**src/rtl/core/ascii85_stream_decoder_top_macros.svh**
```systemverilog
// ----------------------------------------------------------------------------
// ascii85 stream decoder assertion macros
// shared concurrent assertion forms, compiled out with NO_ASSERTIONS
// ----------------------------------------------------------------------------
`ifndef ASCII85_STREAM_DECODER_TOP_MACROS_SVH
`define ASCII85_STREAM_DECODER_TOP_MACROS_SVH

`ifndef NO_ASSERTIONS

// same-cycle implication
`define A85_ASSERT_IMP(lbl, clk, rstn, ante, cons) \
  lbl: assert property (@(posedge clk) disable iff (!(rstn)) (ante) |-> (cons)) \
    else $error("a85 assertion failed");

// next-cycle implication
`define A85_ASSERT_NXT(lbl, clk, rstn, ante, cons) \
  lbl: assert property (@(posedge clk) disable iff (!(rstn)) (ante) |=> (cons)) \
    else $error("a85 assertion failed");

`else

`define A85_ASSERT_IMP(lbl, clk, rstn, ante, cons)
`define A85_ASSERT_NXT(lbl, clk, rstn, ante, cons)

`endif

`endif

```
**src/rtl/core/a85_pkg.sv**
```systemverilog
// ----------------------------------------------------------------------------
// a85_pkg
// types, codes and helper functions for the ascii85 stream decoder
// ----------------------------------------------------------------------------
package a85_pkg;

  // result kinds
  localparam logic [1:0] KIND_BYTE = 2'd0;
  localparam logic [1:0] KIND_OK   = 2'd1;
  localparam logic [1:0] KIND_ERR  = 2'd2;

  // characters
  localparam logic [7:0] CH_FIRST_DIGIT = 8'h21;  // '!'
  localparam logic [7:0] CH_LAST_DIGIT  = 8'h75;  // 'u'
  localparam logic [7:0] CH_ZERO_GROUP  = 8'h7A;  // 'z'
  localparam logic [7:0] CH_TILDE       = 8'h7E;  // '~'
  localparam logic [7:0] CH_GT          = 8'h3E;  // '>'
  localparam logic [7:0] CH_SPACE       = 8'h20;
  localparam logic [7:0] CH_TAB         = 8'h09;
  localparam logic [7:0] CH_CR          = 8'h0D;

  localparam logic [19:0] BASE      = 20'd85;
  localparam logic [19:0] BASE_POW2 = 20'd7225;
  localparam logic [19:0] BASE_POW3 = 20'd614125;

  // everything one input item produces, at most four bytes then a status
  typedef struct packed {
    logic [31:0] word;        // bytes, most significant first
    logic [2:0]  nbytes;      // 0..4
    logic        has_status;
    logic [1:0]  status_kind;
    logic [31:0] base_count;  // byte count before this item
  } a85_bundle_t;

  // multiplier that pads a partial group out to five digits
  function automatic logic [19:0] pad_factor(input logic [2:0] digits);
    logic [19:0] f;
    case (digits)
      3'd2:    f = BASE_POW3;
      3'd3:    f = BASE_POW2;
      default: f = BASE;
    endcase
    return f;
  endfunction

  // rounding term for a partial group
  function automatic logic [31:0] pad_fill(input logic [2:0] digits);
    logic [31:0] f;
    case (digits)
      3'd2:    f = 32'h00FF_FFFF;
      3'd3:    f = 32'h0000_FFFF;
      3'd4:    f = 32'h0000_00FF;
      default: f = 32'h0000_0000;
    endcase
    return f;
  endfunction

  function automatic logic [31:0] sat_add(input logic [31:0] a, input logic [2:0] b);
    logic [32:0] s;
    s = {1'b0, a} + 33'(b);
    return s[32] ? 32'hFFFF_FFFF : s[31:0];
  endfunction

endpackage

```
**src/rtl/core/a85_ifs.sv**
```systemverilog
// ----------------------------------------------------------------------------
// a85 channel interfaces
// valid/ready channels for text bytes in and decoded results out
// ----------------------------------------------------------------------------
interface a85_in_if;
  logic       valid;
  logic       ready;
  logic [7:0] text_byte;
  logic       end_of_buffer;

  modport source (output valid, output text_byte, output end_of_buffer, input ready);
  modport sink   (input valid, input text_byte, input end_of_buffer, output ready);
endinterface

interface a85_out_if;
  logic        valid;
  logic        ready;
  logic [1:0]  result_kind;
  logic [7:0]  decoded_byte;
  logic [31:0] bytes_total;
  logic        last_of_run;

  modport source (output valid, output result_kind, output decoded_byte,
                  output bytes_total, output last_of_run, input ready);
  modport sink   (input valid, input result_kind, input decoded_byte,
                  input bytes_total, input last_of_run, output ready);
endinterface

```
**src/rtl/core/a85_decode.sv**
```systemverilog
// ----------------------------------------------------------------------------
// a85_decode
// input register, stream state and per-character decode into a result bundle
// ----------------------------------------------------------------------------
module a85_decode (
  input  logic                 clk,
  input  logic                 rst_n,
  input  logic                 in_valid,
  output logic                 in_ready,
  input  logic [7:0]           in_text_byte,
  input  logic                 in_end_of_buffer,
  input  logic                 bundle_free,
  output logic                 bundle_valid,
  output a85_pkg::a85_bundle_t bundle
);
  import a85_pkg::*;

  logic        iv_r;
  logic [7:0]  ib_r;
  logic        ie_r;
  logic        advance;

  logic [31:0] sum_r, sum_nxt;
  logic [2:0]  dc_r, dc_nxt;
  logic        tp_r, tp_nxt;
  logic        stop_r, stop_nxt;
  logic [31:0] cnt_r, cnt_nxt;

  logic        is_digit;
  logic        is_blank;
  logic [7:0]  digit;
  logic [19:0] mul_k;
  logic [31:0] prod;
  logic [31:0] addend;
  logic [31:0] acc;
  logic        ended;
  logic        clear;
  logic [31:0] word;
  logic [2:0]  nb;
  logic        has_st;
  logic [1:0]  st_kind;

  assign advance  = iv_r && bundle_free;
  assign in_ready = !iv_r || bundle_free;

  always_ff @(posedge clk) begin
    if (!rst_n) begin
      iv_r <= 1'b0;
    end else if (in_ready) begin
      iv_r <= in_valid;
    end
  end

  always_ff @(posedge clk) begin
    if (in_ready && in_valid) begin
      ib_r <= in_text_byte;
      ie_r <= in_end_of_buffer;
    end
  end

  assign is_digit = (ib_r >= CH_FIRST_DIGIT) && (ib_r <= CH_LAST_DIGIT);
  assign is_blank = (ib_r == CH_SPACE) || ((ib_r >= CH_TAB) && (ib_r <= CH_CR));
  assign digit    = ib_r - CH_FIRST_DIGIT;

  // one shared constant multiply: next digit, or padding at the end marker
  assign mul_k  = tp_r ? pad_factor(dc_r) : BASE;
  assign prod   = sum_r * {12'd0, mul_k};
  assign addend = tp_r ? pad_fill(dc_r) : {24'd0, digit};
  assign acc    = prod + addend;

  always_comb begin
    sum_nxt  = sum_r;
    dc_nxt   = dc_r;
    tp_nxt   = tp_r;
    stop_nxt = stop_r;
    ended    = 1'b0;
    clear    = 1'b0;
    word     = 32'd0;
    nb       = 3'd0;
    has_st   = 1'b0;
    st_kind  = KIND_OK;
    if (stop_r) begin
      clear = ie_r;
    end else begin
      if (tp_r) begin
        tp_nxt = 1'b0;
        ended  = 1'b1;
        has_st = 1'b1;
        if ((ib_r != CH_GT) || (dc_r == 3'd1)) begin
          st_kind = KIND_ERR;
        end else if (dc_r >= 3'd2) begin
          word = acc;
          nb   = dc_r - 3'd1;
        end
      end else if (is_digit) begin
        if (dc_r == 3'd4) begin
          word    = acc;
          nb      = 3'd4;
          sum_nxt = 32'd0;
          dc_nxt  = 3'd0;
        end else begin
          sum_nxt = acc;
          dc_nxt  = dc_r + 3'd1;
        end
      end else if (ib_r == CH_ZERO_GROUP) begin
        if (dc_r != 3'd0) begin
          ended   = 1'b1;
          has_st  = 1'b1;
          st_kind = KIND_ERR;
        end else begin
          nb = 3'd4;
        end
      end else if (ib_r == CH_TILDE) begin
        if (ie_r) begin
          ended   = 1'b1;
          has_st  = 1'b1;
          st_kind = KIND_ERR;
        end else begin
          tp_nxt = 1'b1;
        end
      end else if (!is_blank) begin
        ended   = 1'b1;
        has_st  = 1'b1;
        st_kind = KIND_ERR;
      end
      if (ended) begin
        stop_nxt = 1'b1;
      end
      if (ie_r) begin
        clear = 1'b1;
        if (!ended) begin
          has_st  = 1'b1;
          st_kind = KIND_OK;
        end
      end
    end
    cnt_nxt = sat_add(cnt_r, nb);
    if (clear) begin
      sum_nxt  = 32'd0;
      dc_nxt   = 3'd0;
      tp_nxt   = 1'b0;
      stop_nxt = 1'b0;
      cnt_nxt  = 32'd0;
    end
  end

  always_ff @(posedge clk) begin
    if (!rst_n) begin
      sum_r  <= 32'd0;
      dc_r   <= 3'd0;
      tp_r   <= 1'b0;
      stop_r <= 1'b0;
      cnt_r  <= 32'd0;
    end else if (advance) begin
      sum_r  <= sum_nxt;
      dc_r   <= dc_nxt;
      tp_r   <= tp_nxt;
      stop_r <= stop_nxt;
      cnt_r  <= cnt_nxt;
    end
  end

  assign bundle_valid       = advance && ((nb != 3'd0) || has_st);
  assign bundle.word        = word;
  assign bundle.nbytes      = nb;
  assign bundle.has_status  = has_st;
  assign bundle.status_kind = st_kind;
  assign bundle.base_count  = cnt_r;

endmodule

```
**src/rtl/core/a85_emit.sv**
```systemverilog
// ----------------------------------------------------------------------------
// a85_emit
// result register holds one bundle; hands out results, if ready, one per cycle
// ----------------------------------------------------------------------------
module a85_emit (
  input  logic                 clk,
  input  logic                 rst_n,
  input  logic                 bundle_valid,
  input  a85_pkg::a85_bundle_t bundle,
  output logic                 bundle_free,
  output logic                 out_valid,
  input  logic                 out_ready,
  output logic [1:0]           out_result_kind,
  output logic [7:0]           out_decoded_byte,
  output logic [31:0]          out_bytes_total,
  output logic                 out_last_of_run
);
  import a85_pkg::*;

  logic        bv_r;
  a85_bundle_t b_r;
  logic [2:0]  idx_r;
  logic [31:0] cnt_r;

  logic        is_data;
  logic        last;
  logic        fire;
  logic [2:0]  total;
  logic [31:0] shifted;

  assign total   = b_r.nbytes + {2'd0, b_r.has_status};
  assign is_data = idx_r < b_r.nbytes;
  assign last    = (idx_r + 3'd1) == total;
  assign fire    = bv_r && out_ready;

  assign bundle_free = !bv_r || (fire && last);

  always_ff @(posedge clk) begin
    if (!rst_n) begin
      bv_r <= 1'b0;
    end else if (bundle_free) begin
      bv_r <= bundle_valid;
    end
  end

  always_ff @(posedge clk) begin
    if (bundle_free && bundle_valid) begin
      b_r   <= bundle;
      idx_r <= 3'd0;
      cnt_r <= bundle.base_count;
    end else if (fire) begin
      idx_r <= idx_r + 3'd1;
      if (is_data) begin
        cnt_r <= sat_add(cnt_r, 3'd1);
      end
    end
  end

  // byte idx of the word, most significant first
  assign shifted = b_r.word << {idx_r[1:0], 3'b000};

  assign out_valid        = bv_r;
  assign out_result_kind  = is_data ? KIND_BYTE : b_r.status_kind;
  assign out_decoded_byte = is_data ? shifted[31:24] : 8'd0;
  assign out_bytes_total  = is_data ? sat_add(cnt_r, 3'd1) : cnt_r;
  assign out_last_of_run  = last;

endmodule

```
**src/rtl/core/ascii85_stream_decoder_top.sv**
```systemverilog
// ----------------------------------------------------------------------------
// ascii85_stream_decoder_top
// ascii85 text stream decoder with per-stream status and byte count
// ----------------------------------------------------------------------------
// One text byte is taken per item and decoded while it sits in the input
// register; the results it causes (zero to five: up to four decoded bytes,
// then a status at the end of a stream) sit in the result register and
// leave one per cycle on the result channel while the receiver is ready.
// Items are taken one per cycle while each causes at most one result and the
// receiver is ready; an item with more results holds the result register
// until its last result leaves, so the output port sets the rate. The first
// result of an item is valid once through the input and result registers.
`include "ascii85_stream_decoder_top_macros.svh"

module ascii85_stream_decoder_top (
  input  logic          clk,
  input  logic          rst_n,
  a85_in_if.sink        in_ch,
  a85_out_if.source     out_ch
);
  import a85_pkg::*;

  logic        bundle_valid;
  logic        bundle_free;
  a85_bundle_t bundle;

  a85_decode u_decode (
    .clk              (clk),
    .rst_n            (rst_n),
    .in_valid         (in_ch.valid),
    .in_ready         (in_ch.ready),
    .in_text_byte     (in_ch.text_byte),
    .in_end_of_buffer (in_ch.end_of_buffer),
    .bundle_free      (bundle_free),
    .bundle_valid     (bundle_valid),
    .bundle           (bundle)
  );

  a85_emit u_emit (
    .clk              (clk),
    .rst_n            (rst_n),
    .bundle_valid     (bundle_valid),
    .bundle           (bundle),
    .bundle_free      (bundle_free),
    .out_valid        (out_ch.valid),
    .out_ready        (out_ch.ready),
    .out_result_kind  (out_ch.result_kind),
    .out_decoded_byte (out_ch.decoded_byte),
    .out_bytes_total  (out_ch.bytes_total),
    .out_last_of_run  (out_ch.last_of_run)
  );

  // a status always closes the run of results for its item
  `A85_ASSERT_IMP(a_status_last, clk, rst_n,
    out_ch.valid && (out_ch.result_kind != KIND_BYTE), out_ch.last_of_run)

  // every decoded byte is counted
  `A85_ASSERT_IMP(a_byte_counted, clk, rst_n,
    out_ch.valid && (out_ch.result_kind == KIND_BYTE), out_ch.bytes_total != 32'd0)

  // a new bundle is only handed over when the result register can take it
  `A85_ASSERT_NXT(a_bundle_loaded, clk, rst_n,
    bundle_valid && bundle_free, out_ch.valid)

endmodule

```
**src/flat_wrapper.sv**
```systemverilog
// flat-port wrapper written by rule: the top's interface ports become plain ports
module ascii85_stream_decoder_top_flat import a85_pkg::*;
  (clk, rst_n, in_ch_valid, in_ch_text_byte, in_ch_end_of_buffer, in_ch_ready, out_ch_valid, out_ch_result_kind, out_ch_decoded_byte, out_ch_bytes_total, out_ch_last_of_run, out_ch_ready);
  a85_in_if in_ch_i ();
  a85_out_if out_ch_i ();
  input  logic clk;
  input  logic rst_n;
  input wire logic [$bits(in_ch_i.valid)-1:0] in_ch_valid;
  input wire logic [$bits(in_ch_i.text_byte)-1:0] in_ch_text_byte;
  input wire logic [$bits(in_ch_i.end_of_buffer)-1:0] in_ch_end_of_buffer;
  output wire logic [$bits(in_ch_i.ready)-1:0] in_ch_ready;
  output wire logic [$bits(out_ch_i.valid)-1:0] out_ch_valid;
  output wire logic [$bits(out_ch_i.result_kind)-1:0] out_ch_result_kind;
  output wire logic [$bits(out_ch_i.decoded_byte)-1:0] out_ch_decoded_byte;
  output wire logic [$bits(out_ch_i.bytes_total)-1:0] out_ch_bytes_total;
  output wire logic [$bits(out_ch_i.last_of_run)-1:0] out_ch_last_of_run;
  input wire logic [$bits(out_ch_i.ready)-1:0] out_ch_ready;
  assign in_ch_i.valid = in_ch_valid;
  assign in_ch_i.text_byte = in_ch_text_byte;
  assign in_ch_i.end_of_buffer = in_ch_end_of_buffer;
  assign in_ch_ready = in_ch_i.ready;
  assign out_ch_valid = out_ch_i.valid;
  assign out_ch_result_kind = out_ch_i.result_kind;
  assign out_ch_decoded_byte = out_ch_i.decoded_byte;
  assign out_ch_bytes_total = out_ch_i.bytes_total;
  assign out_ch_last_of_run = out_ch_i.last_of_run;
  assign out_ch_i.ready = out_ch_ready;
  ascii85_stream_decoder_top u_core (.clk(clk), .rst_n(rst_n), .in_ch(in_ch_i), .out_ch(out_ch_i));
endmodule
```
**config.mk**
```make
export PLATFORM = sky130hd
export DESIGN_NAME = ascii85_stream_decoder_top_flat
export DESIGN_NICKNAME = d
export VERILOG_FILES = /design/src/rtl/core/a85_pkg.sv /design/src/rtl/core/a85_ifs.sv /design/src/rtl/core/a85_decode.sv /design/src/rtl/core/a85_emit.sv /design/src/rtl/core/ascii85_stream_decoder_top.sv /design/src/flat_wrapper.sv
export VERILOG_INCLUDE_DIRS = /design/src /design/src/rtl/core
export SDC_FILE = /design/constraint.sdc
export NUM_CORES = 1
export LEC_CHECK = 0
export ABC_CLOCK_PERIOD_IN_PS = 11950
export BUFFER_PORTS_ARGS = -buffer_cell sky130_fd_sc_hd__buf_4
export CAP_MARGIN = 20
export CELL_PAD_IN_SITES_DETAIL_PLACEMENT = 0
export CELL_PAD_IN_SITES_GLOBAL_PLACEMENT = 1
export CORE_MARGIN = 4
export CORE_UTILIZATION = 33
export CTS_BUF_LIST = sky130_fd_sc_hd__clkbuf_4
export CTS_CLUSTER_SIZE = 16
export DETAILED_ROUTE_END_ITERATION = 16
export PLACE_DENSITY = 0.58
export SLEW_MARGIN = 20
export SYNTH_ARGS = -nofsm -noshare
export SYNTH_HDL_FRONTEND = slang
export SYNTH_SLANG_ARGS = --single-unit
```
**constraint.sdc**
```tcl
create_clock -name clk -period 11.95 [get_ports clk]
set_input_delay 3.585 -clock clk [delete_from_list [all_inputs] [get_ports clk]]
set_output_delay 3.585 -clock clk [all_outputs]
set_load 0.03 [all_outputs]
```
Word level (Yosys, flattened, before mapping)
Cells that the tools add are included. W data, S select, Z words.

$mul: 1. Add/sub/neg operators: 8. Muxes and demuxes: 67. Reductions and logical operators: 21. Shift-type cells: 1. Div/mod/pow operators: 0. Eq/ne operators: 11. Bitwise operators: 0. Magnitude comparators: 6.

Operator list (number): $mux W32 (17); $pmux W24 S3 (1); $pmux W20 S2 (1); $mux W3 (13); $add A32 B1 Y33 const B (1); $add A32 B3 Y33 (1); $add A32 B32 Y32 (1); $mul A32 B20 Y32 (1); $shl A32 B5 Y32 (1); $mux W1 (22); $mux W2 (11); $mux W20 (1); $eq A8 B7 Y1 const B (2); $eq A8 B6 Y1 const B (1); $ge A8 B4 Y1 const B (1); $ge A8 B6 Y1 const B (1); $le A8 B4 Y1 const B (1); $le A8 B7 Y1 const B (1); $logic_and A1 B1 Y1 (8); $mux W8 (1); $ne A8 B6 Y1 const B (1); $sub A8 B6 Y8 const B (1); $add A3 B1 Y3 const B (2); $eq A3 B2 Y1 const B (2); other kinds (14) (22).

Memory bits (read-only): 0. Memories kept: 0. Word-level logic and storage cells: 130. RAM bits: 0. Output and inout port bits: 45. Bits in latches: 0. Input bits: 13. Register bits after elaboration: 153.

Longest topological paths before layout
Gate-level depths: netlist of run 1.

Depth after elaboration: 16. Mapped depth: 32. Mapped depth without buffers: 29.

By module
From an unflattened synthesis of run 1, not the netlist that was laid out.

Cells, all modules: 2057. Area total of the unflattened synthesis: 19263.5 µm².

By module, submodules not included: a85_decode (cells an instance 1722, area an instance 15354.7 µm², times used 1, sequential area each 1671.6 µm²); a85_emit (cells an instance 335, area an instance 3908.7 µm², times used 1, sequential area each 2182.1 µm²).

Worst setup path after synthesis of run 1
No wires, ideal clock.

Path kind: input to output. Start: input out_ch_ready. End: output in_ch_ready. Data required time: 8.365 ns. Stages on the path: 3. Slack: 3.987 ns. Buffers on the path: 0. Arrival time: 4.378 ns. Cell sequence: inv_1 > o41a_1 > nand2_1.

Cells in the longest elaborated chain, start to end: 4.

Ends and longest elaborated chain: start: declaration (RTL line flat_wrapper.sv:17) `input wire logic [$bits(out_ch_i.ready)-1:0] out_ch_ready;`; $logic_and A1 B1 Y1 (RTL line a85_emit.sv:34) `assign fire = bv_r && out_ready;`; $logic_and A1 B1 Y1 (RTL line a85_emit.sv:36) `assign bundle_free = !bv_r || (fire && last);`; $logic_or A1 B1 Y1 (RTL line a85_emit.sv:36); $logic_or A1 B1 Y1 (RTL line a85_decode.sv:44) `assign in_ready = !iv_r || bundle_free;`; end: declaration (RTL line flat_wrapper.sv:11) `output wire logic [$bits(in_ch_i.ready)-1:0] in_ch_ready;`.

No other way between the ends.

Worst setup path after layout of run 1
Start: register u_core.u_decode.dc_r[2]. End: register u_core.u_emit.b_r[67] in the netlist's numbering (data pin).

Cells in the longest elaborated chain, start to end: 8. Elaborated cells on any way between the ends: 17. Classes of those cells: 1 x add/sub; 1 x mul; 1 x order compare; 4 x eq/ne; 9 x mux; 1 x reduce/logical.

Ends and longest elaborated chain: start: declaration (RTL line a85_decode.sv:24) `logic [2:0] dc_r, dc_nxt;`; start signal: assignment (RTL line a85_decode.sv:156) `dc_r <= dc_nxt;`; $eq A3 B2 Y1 (RTL line a85_pkg.sv:38, a85_pkg.sv:49); $pmux W20 S2 (RTL line a85_pkg.sv:38) `case (digits)`; $mux W20 (RTL line a85_decode.sv:66) `assign mul_k = tp_r ? pad_factor(dc_r) : BASE;`; $mul A32 B20 Y32 (RTL line a85_decode.sv:67) `assign prod = sum_r * {12'd0, mul_k};`; $add A32 B32 Y32 (RTL line a85_decode.sv:69) `assign acc = prod + addend;`; $mux W32 (on tied branches) (RTL line a85_decode.sv:96, a85_decode.sv:91); $mux W32 (on tied branches) (RTL line a85_decode.sv:95, a85_decode.sv:89); $mux W32 * (RTL line a85_decode.sv:85) `if (tp_r) begin`; end signal: assignment (RTL line a85_emit.sv:48) `b_r <= bundle;`; end: declaration (RTL line a85_emit.sv:21) `a85_bundle_t b_r;`.

Every way passes the cells marked *; elsewhere a longest branch is shown, timed or not. A chain may end at the register's enable or synchronous reset.

==> results of run 1 <==
registers in the layout (all words and copies together), names as in the netlist, 3 cells and up:
name,cells
u_core.u_decode.sum_r,32
u_core.u_decode.cnt_r,32
u_core.u_decode.dc_r,3
u_core.u_decode.ib_r,8
u_core.u_emit.b_r,38
u_core.u_emit.cnt_r,32
u_core.u_emit.idx_r,3
area by class of cell:
cell class,count,area share
multi-input cells,1348,0.6438
clock inverters,12,0.007228
inverters,484,0.08673
well taps,765,0.04570
clock buffers,20,0.007168
flip-flops and latches,153,0.1840
repair buffers,70,0.02527
diodes,1,0.0001195
through the flow:
step | total power [mW] | utilization | cells | worst slack, ps
after floorplan | 0.8663 | - | 2046 | 3987
after global routing | 1.390 | 0.3617 | 2853 | 2951
after global placement | 0.9806 | 0.3561 | 2819 | 3596
after detailed placement | 0.9821 | 0.3561 | 2819 | 3560
final | 1.320 | 0.3617 | 2853 | 3526
after CTS | 1.337 | 0.3613 | 2851 | 3524
power breakdown:
part,internal [mW],total (mW),switching (mW)
registers,0.582,0.617,0.0349
logic,0.144,0.350,0.206
clock network,0.151,0.353,0.202
total,0.877,1.32,0.443
critical path: stages, from the launching register on:
cell	delay (ps)
dfxtp_1	650
inv_1	90
ha_1	310
nand2_1	130
or2_2	620
and2_1	360
fa_1	460
fa_1	520
inv_1	50
fa_1	520
inv_1	50
fa_1	490
inv_1	50
fa_1	470
inv_1	50
fa_1	520
inv_1	50
fa_1	530
inv_1	40
ha_1	350
and4_1	240
a211oi_1	520
a21oi_1	290
o211ai_1	330
a21oi_1	140
o21a_1	210
nor3_1	200
worst max path at each step:
stage,startpoint,endpoint,slack [ps],cells after the start
final,u_core.u_decode.dc_r[2],u_core.u_emit.b_r[67],3530,26
after global routing,u_core.u_decode.dc_r[2],u_core.u_emit.b_r[67],2950,26
after CTS,u_core.u_decode.dc_r[2],u_core.u_emit.b_r[67],3520,26
after detailed placement,u_core.u_decode.dc_r[2],u_core.u_emit.b_r[67],3560,26
after global placement,u_core.u_decode.dc_r[2],u_core.u_emit.b_r[67],3600,25
after floorplan,out_ch_ready,in_ch_ready,3990,3
cell families after synthesis:
family | after synthesis | share of synthesized area
XOR/XNOR | 72 | 0.03545
AND/OR/NAND/NOR | 502 | 0.1339
buffers and inverters | 545 | 0.1078
flip-flops | 153 | 0.1985
multiplexers | 43 | 0.03487
AO/OA/AOI/OAI | 273 | 0.09173
adder cells (fa/ha/maj) | 458 | 0.3977
layout by cell type (no fill, tap or decap), types with 42 or more instances in the layout:
cell type and count:
a21oi_1 94, and2_1 63, buf_4 69, dfxtp_1 74
edfxtp_1 79, fa_1 265, ha_1 193, inv_1 482
nand2_1 120, nor2_1 100, o21ai_0 42
Yosys cell counts, types with 3 or more instances:
master     count  area (um2)
o21bai_1       5       37.54
a221o_1        3       30.03
a21oi_1       95       475.5
nor4_1         6       37.54
o221a_2       10       112.6
inv_1        482        1809
nor2_1       100       375.4
nor3b_1        5       37.54
and4_1         9       78.83
clkbuf_1      44       165.2
a32oi_1        3       26.28
or3_1         11       68.82
xor2_1        30       262.8
a21o_1        16       120.1
o22ai_1        3       18.77
a211oi_1      10       75.07
ha_1         193        2415
mux2_2         5       56.30
a2bb2oi_1      7       61.31
o21ai_0       42       210.2
a31oi_1       21       131.4
dfxtp_1       74        1481
buf_6          4       45.04
nand3_1       35       175.2
buf_1          8       30.03
o21a_1        18       135.1
fa_1         265        5305
nor3_1        38       190.2
o211ai_1       5       37.54
nor2b_1       38       237.7
and2_1        63       394.1
a21boi_0       3       22.52
nand3b_1       6       45.04
nand4_1       17       106.4
nand2_1      120       450.4
xnor2_1       38       332.8
and3_1        24       150.1
edfxtp_1      79        2372
a41oi_1        4       35.03
nand2b_1      11       68.82
buf_4          4       30.03
mux4_2         8       180.2
mux2_4        28       420.4
routing by layer:
layer | up-vias | part of all wire | track usage
li1 | 6653 | - | -
met1 | 7056 | 0.48 | 0.2482
met2 | 241 | 0.46 | 0.2934
met3 | 44 | 0.040 | 0.02803
met4 | 2 | 0.020 | 0.03836
met5 | - | 0.00024 | 0
==> impl_results.md, run 1 <==
- WHS: 495.2 ps
- Req. time, crit path: 12370 ps
- # rows: 88
- Drt initial violations: 715
- Least-Margin Pin Slew: roughly 1000 ps
- Nets@finish: 2545
- Arr. time, crit path: between 8000 and 9000 ps
- Top Ports: 58
- Setup bufs post-CTS: 0
- Hpwl dp: roughly 45000 um
- Clock skew: 28.04 ps
- Final max-slew violation count: 0
- Hold path cells: 2
- RePlAce Congestion: 0.8598
- CTS Buf Count: 17
- RSZ-0062 raised after global routing: false
- Layout cells sized above 1: 0.08146
- DP Area: 20630 um2
- Layout filler cell count: around 6100
- CTS tree: yes
- Die width: roughly 250 um
- H-tree depth: 4
- Net count after synthesis: ~2500
- Seq/Total Area, Yosys: 0.1985
- Reg-to-reg endpoint: u_core.u_emit.b_r[67]
- Largest net degree at the start of global routing: 47
- Slew margin rel.: 0.3019
- Asr flop ratio synth: 0
- Congestion Overflow GR: 0
- Max-cap viol count: 0
- ANT nets after route: 0
- Peak VDD IR: around 65 uV
- Routed vias/inst: 4.906
- Max Root-Sink Buffers: 2
- CP Capture Type: flip-flop
- Flop2flop setup slack: 3530 ps
- DRC: 0
- Post-synthesis average cell area: 9.487 um2
- DR WL/cell: roughly 19 um
- Warnings from Yosys: 0
- Register area: slightly below 4000 um2
- Worst-path fanout max: 28
- Synth cell types: 86
- Number of antenna violations at the first check in global routing: 4
- CTS Root Cell: clkbuf_4
- Hold EP: u_core.u_decode.sum_r[31]
- Synthesized cell area: 19410 um2
- FMAX: between 100 and 150 MHz
- CTS Sinks: 153
- First-pass GRT wire length: 87200 um
- Post-synth EDFFs: slightly below 80
- Pwr per Cell Area: 63.00 nW/um2
- Via count: roughly 14000
- Port buffer count: 57
- Setup Crit Path Kind: flip-flop to flip-flop
- Clk_lat worst skew: 590 ps
- Yosys reg bits: 153
- Resized Gates After CTS: 0
- Main synth FF type: edfxtp_1
- Cells after Synth: 2046
- Final Cycle Share: 0.7049
- Number of global-route vias before repair: approximately 15000
- Static Leak: 10.04 nW
- Worst hold start: u_core.u_decode.sum_r[31]
- Post-route cell area: 20950 um2
- Die Area: 62760 um2
- DRT Pass-1 Iters: 5
- Final setup viols: 0
- Final Hold Fails: 0
- Footprint of the multi-input gates: 13490 um2
- R2R cell count: 26
- Worst r2r src: u_core.u_decode.dc_r[2]
- Die Height: 250.5 um
- Status: finished, final reports clean
- Hold-fix buffers, CTS: 0
- Core area: between 50000 and 60000 um2
- Crit path launch type: flip-flop
- Tot GR Track Use: 0.1779
- Synth-to-Final Area Change: 7.916%
- TNS Setup: 0 ps
- Min-delay worst type: flip-flop to flip-flop
- Initial core utilization: 0.3351
- Final wirelength: 54640 um
- Worst-path clk slew: 140 ps
- Minimum clock period: 8424 ps
(Power assumes the default switching activity.)
==> inputs of run 2 (changes only) <==
ABC_AREA = 1   (was unset)
ABC_CLOCK_PERIOD_IN_PS = 7000   (was 11950)
PLACE_DENSITY = 0.62   (was 0.58)
clock period = 7 ns   (was 11.95 ns; I/O delays follow)
==> impl_results.md, run 2 <==
- Post-route insts no fill: 3529 (was 2853)
- Synthesized cell area: 20070 um2 (was 19410 um2)
- R2R cell count: 31 (was 26)
- Top Ports: 58 (unchanged)
- Worst hold start: u_core.u_decode.cnt_r[3] (was u_core.u_decode.sum_r[31])
- H-tree depth: 4 (unchanged)
- Final setup viols: 0 (unchanged)
- Slew margin rel.: 0.3296 (was 0.3019)
- Fin util: 0.4014 (was 0.3617)
- FMAX: 147.1 MHz (was 118.7 MHz)
- RSZ-0062 raised after global routing: true (was false)
- Flop2flop setup slack: 200 ps (was 3530 ps)
- Number of global-route vias before repair: 16980 (was 15100)
- WHS: 481.7 ps (was 495.2 ps)
- Post-synthesis average cell area: 8.010 um2 (was 9.487 um2)
- Cells after Synth: 2505 (was 2046)
- Static Leak: 11.50 nW (was 10.04 nW)
- Worst r2r src: u_core.u_decode.dc_r[1] (was u_core.u_decode.dc_r[2])
- Seq/Total Area, Yosys: 0.1921 (was 0.1985)
- Peak VDD IR: 83.65 uV (was 65.35 uV)
- Port buffer count: 57 (unchanged)
- Pwr per Cell Area: 128.3 nW/um2 (was 63.00 nW/um2)
- Clk_lat worst skew: 620 ps (was 590 ps)
- First-pass GRT wire length: 95700 um (was 87200 um)
- Placed Instances: 3458 (was 2819)
- Final wirelength: 61330 um (was 54640 um)
- Congestion Overflow GR: 0 (unchanged)
- Setup Crit Path Kind: flip-flop to flip-flop (unchanged)
- Post-synth EDFFs: 79 (unchanged)
- Post-synth top cells: inv_1 (658), nand2_1 (345), nor2_1 (294), fa_1 (265), ha_1 (193) (was inv_1 (482), fa_1 (265), ha_1 (193), nand2_1 (120), nor2_1 (100))
- CTS Root Cell: clkbuf_4 (unchanged)
- Min-delay worst type: flip-flop to flip-flop (unchanged)
- Most frequent cells in the layout: inv_1 (636), nand2_1 (328), fa_1 (253) (was inv_1 (482), fa_1 (265), ha_1 (193))
- Warnings from Yosys: 0 (unchanged)
- Max Root-Sink Buffers: 2 (unchanged)
- Post-synth top area cell: fa_1 (unchanged)
- Die Height: 254.6 um (was 250.5 um)
- Synth-to-Final Area Change: 20.51% (was 7.916%)
- Largest net degree at the start of global routing: 67 (was 47)
- Hpwl dp: 50200 um (was 44560 um)
- Main synth FF type: edfxtp_1 (unchanged)
- Final max-slew violation count: 0 (unchanged)
- Commonest non-fill, non-tap cell in the layout: inv_1 (unchanged)
- Layout cells sized above 1: 0.1923 (was 0.08146)
- CTS tree: yes (unchanged)
- Arr. time, crit path: 7260 ps (was 8840 ps)
- Tot Pwr: 3.102 mW (was 1.320 mW)
- DR WL/cell: 17.38 um (was 19.15 um)
- Crit-path max cell delay: 520 ps (was 650 ps)
- DP Area: 22500 um2 (was 20630 um2)
- DRT Pass-1 Iters: 5 (unchanged)
- Status: finished, final reports clean (unchanged)
- Worst-path fanout max: 7 (was 28)
- Req. time, crit path: 7460 ps (was 12370 ps)
- CTS Sinks: 153 (unchanged)
- CTS Buf Count: 17 (unchanged)
- Minimum clock period: 6799 ps (was 8424 ps)
- CP Capture Type: flip-flop (unchanged)
- Net count after synthesis: 2976 (was 2517)
- Clock skew: 20.67 ps (was 28.04 ps)
- Least-Margin Pin Slew: 1006 ps (was 1046 ps)
- Post-placement setup slack: -300.2 ps (was 3560 ps)
- Asr flop ratio synth: 0 (unchanged)
- Top reg by flops: u_core.u_emit.b_r (unchanged)
- Final Cycle Share: 0.9713 (was 0.7049)
- Post-route cell area: 24180 um2 (was 20950 um2)
- Die width: 254.6 um (was 250.5 um)
- Yosys reg bits: 153 (unchanged)
- # rows: 90 (was 88)
- Drt initial violations: 1049 (was 715)
- Most numerous cell on the critical path: fa_1
- ANT nets after route: 0 (unchanged)
- Top-count cell post-synth: inv_1 (unchanged)
- Top post-synthesis cells by area: fa_1 (26%), inv_1 (12%), ha_1 (12%) (was fa_1 (27%), ha_1 (12%), edfxtp_1 (12%))
- DRC: 0 (unchanged)
- Reg-to-reg endpoint: u_core.u_decode.sum_r[29] (was u_core.u_emit.b_r[67])
- Hold path cells: 2 (unchanged)
- Crit path launch type: flip-flop (unchanged)
- Synth cell types: 60 (was 86)
- Routed vias/inst: 4.729 (was 4.906)
- Core area: 60250 um2 (was 57920 um2)
- Initial core utilization: 0.3331 (was 0.3351)
- TNS Setup: 0 ps (unchanged)
- Synth top area share: 0.2644 (was 0.2733)
- Max reg flops: 38 (unchanged)
- Tot GR Track Use: 0.1896 (was 0.1779)
- Max-cap viol count: 0 (unchanged)
- RePlAce Congestion: 0.8696 (was 0.8598)
- Nets@finish: 3204 (was 2545)
- Worst setup margin: 200.9 ps (was 3526 ps)
- Hold EP: u_core.u_decode.cnt_r[3] (was u_core.u_decode.sum_r[31])
- Final Hold Fails: 0 (unchanged)
- Worst-path clk slew: 140 ps (about the same)
- Slowest CP cell: fa_1 (was dfxtp_1)
- Number of antenna violations at the first check in global routing: 1 (was 4)
- Hold-fix buffers, CTS: 0 (unchanged)
- Via count: 16690 (was 14000)
- Die Area: 64810 um2 (was 62760 um2)
-- run 2: cell count changes after synthesis, sizes merged, moves of 17 or more --
cell	previous run	this run
inv	483	666
nor2	100	301
mux2	33	1
and2	63	1
nor2b	38	1
o21ai	44	119
a21oi	96	125
xnor2	38	17
xor2	30	47
and3	24	0
nand3	35	74
nand2	122	363
-- run 2: cells by family (layout without fill, tap and decap cells) --
| kind of cell | Yosys count | in the layout | share of synthesized area |
|---|---|---|---|
| compound gates | 291 | 291 | 0.08312 |
| xor+xnor | 64 | 64 | 0.02794 |
| fa+ha+maj | 458 | 458 | 0.3847 |
| buf+inv | 717 | 958 | 0.1381 |
| flops | 153 | 153 | 0.1921 |
| mux | 2 | 2 | 0.001060 |
| other cells | 0 | 1 | 0 |
| simple gates | 820 | 820 | 0.1730 |
-- run 2: worst max path at each step --
stage,to,cells after the start,from,slack [ps]
after floorplan,u_core.u_emit.b_r[57],30,u_core.u_decode.dc_r[0],9
after global placement,u_core.u_emit.b_r[57],30,u_core.u_decode.dc_r[0],-240
after detailed placement,u_core.u_decode.sum_r[20],30,u_core.u_decode.dc_r[1],-300
after CTS,u_core.u_emit.b_r[68],27,u_core.u_decode.dc_r[1],0.02
after global routing,u_core.u_decode.sum_r[29],30,u_core.u_decode.dc_r[0],-60
final,u_core.u_decode.sum_r[29],31,u_core.u_decode.dc_r[1],200
-- run 2: critical path: cells and delay by family (launching register included) --
| family | cells | cell delay [ps] |
|---|---|---|
| adders and majority gates | 9 | 3940 |
| buffers and inverters | 9 | 800 |
| DFF | 1 | 390 |
| xor gates and xnor gates | 1 | 220 |
| and+or+nand+nor | 10 | 1010 |
| AOI/OAI and AO/OA | 2 | 260 |
-- run 2: metal layers --
metal	wire length (um)	global-route usage
met1	30220	0.2843
met2	27370	0.2982
met3	2680	0.02346
met4	1051	0.03445
met5	0	0
-- run 2: area by class of cell --
| cell class | count | area [um2] |
|---|---|---|
| fill | 6197 | 36060 |
| multi-input combinational | 1635 | 14390 |
| sequential | 153 | 3859 |
| inverter | 670 | 2539 |
| timing repair buffer | 256 | 2105 |
| tap | 782 | 978.4 |
| clock inverter | 14 | 172.7 |
| clock buffer | 18 | 135.1 |
| antenna | 1 | 2.502 |
-- run 2: power breakdown --
group / internal (mW) / leakage, nW / switching [mW] / total (mW)
clock network: 0.254 / 0.158 / 0.367 / 0.622
registers: 1.02 / 1.35 / 0.0477 / 1.06
logic: 0.535 / 9.99 / 0.882 / 1.42
-- run 2: repair_timing --
item                                    4_1_cts  5_1_grt
resized for setup                            45      203
buffers inserted                              1       34
cloned                                        1        3
pin swaps                                     5      112
endpoints found under the setup margin       34       42
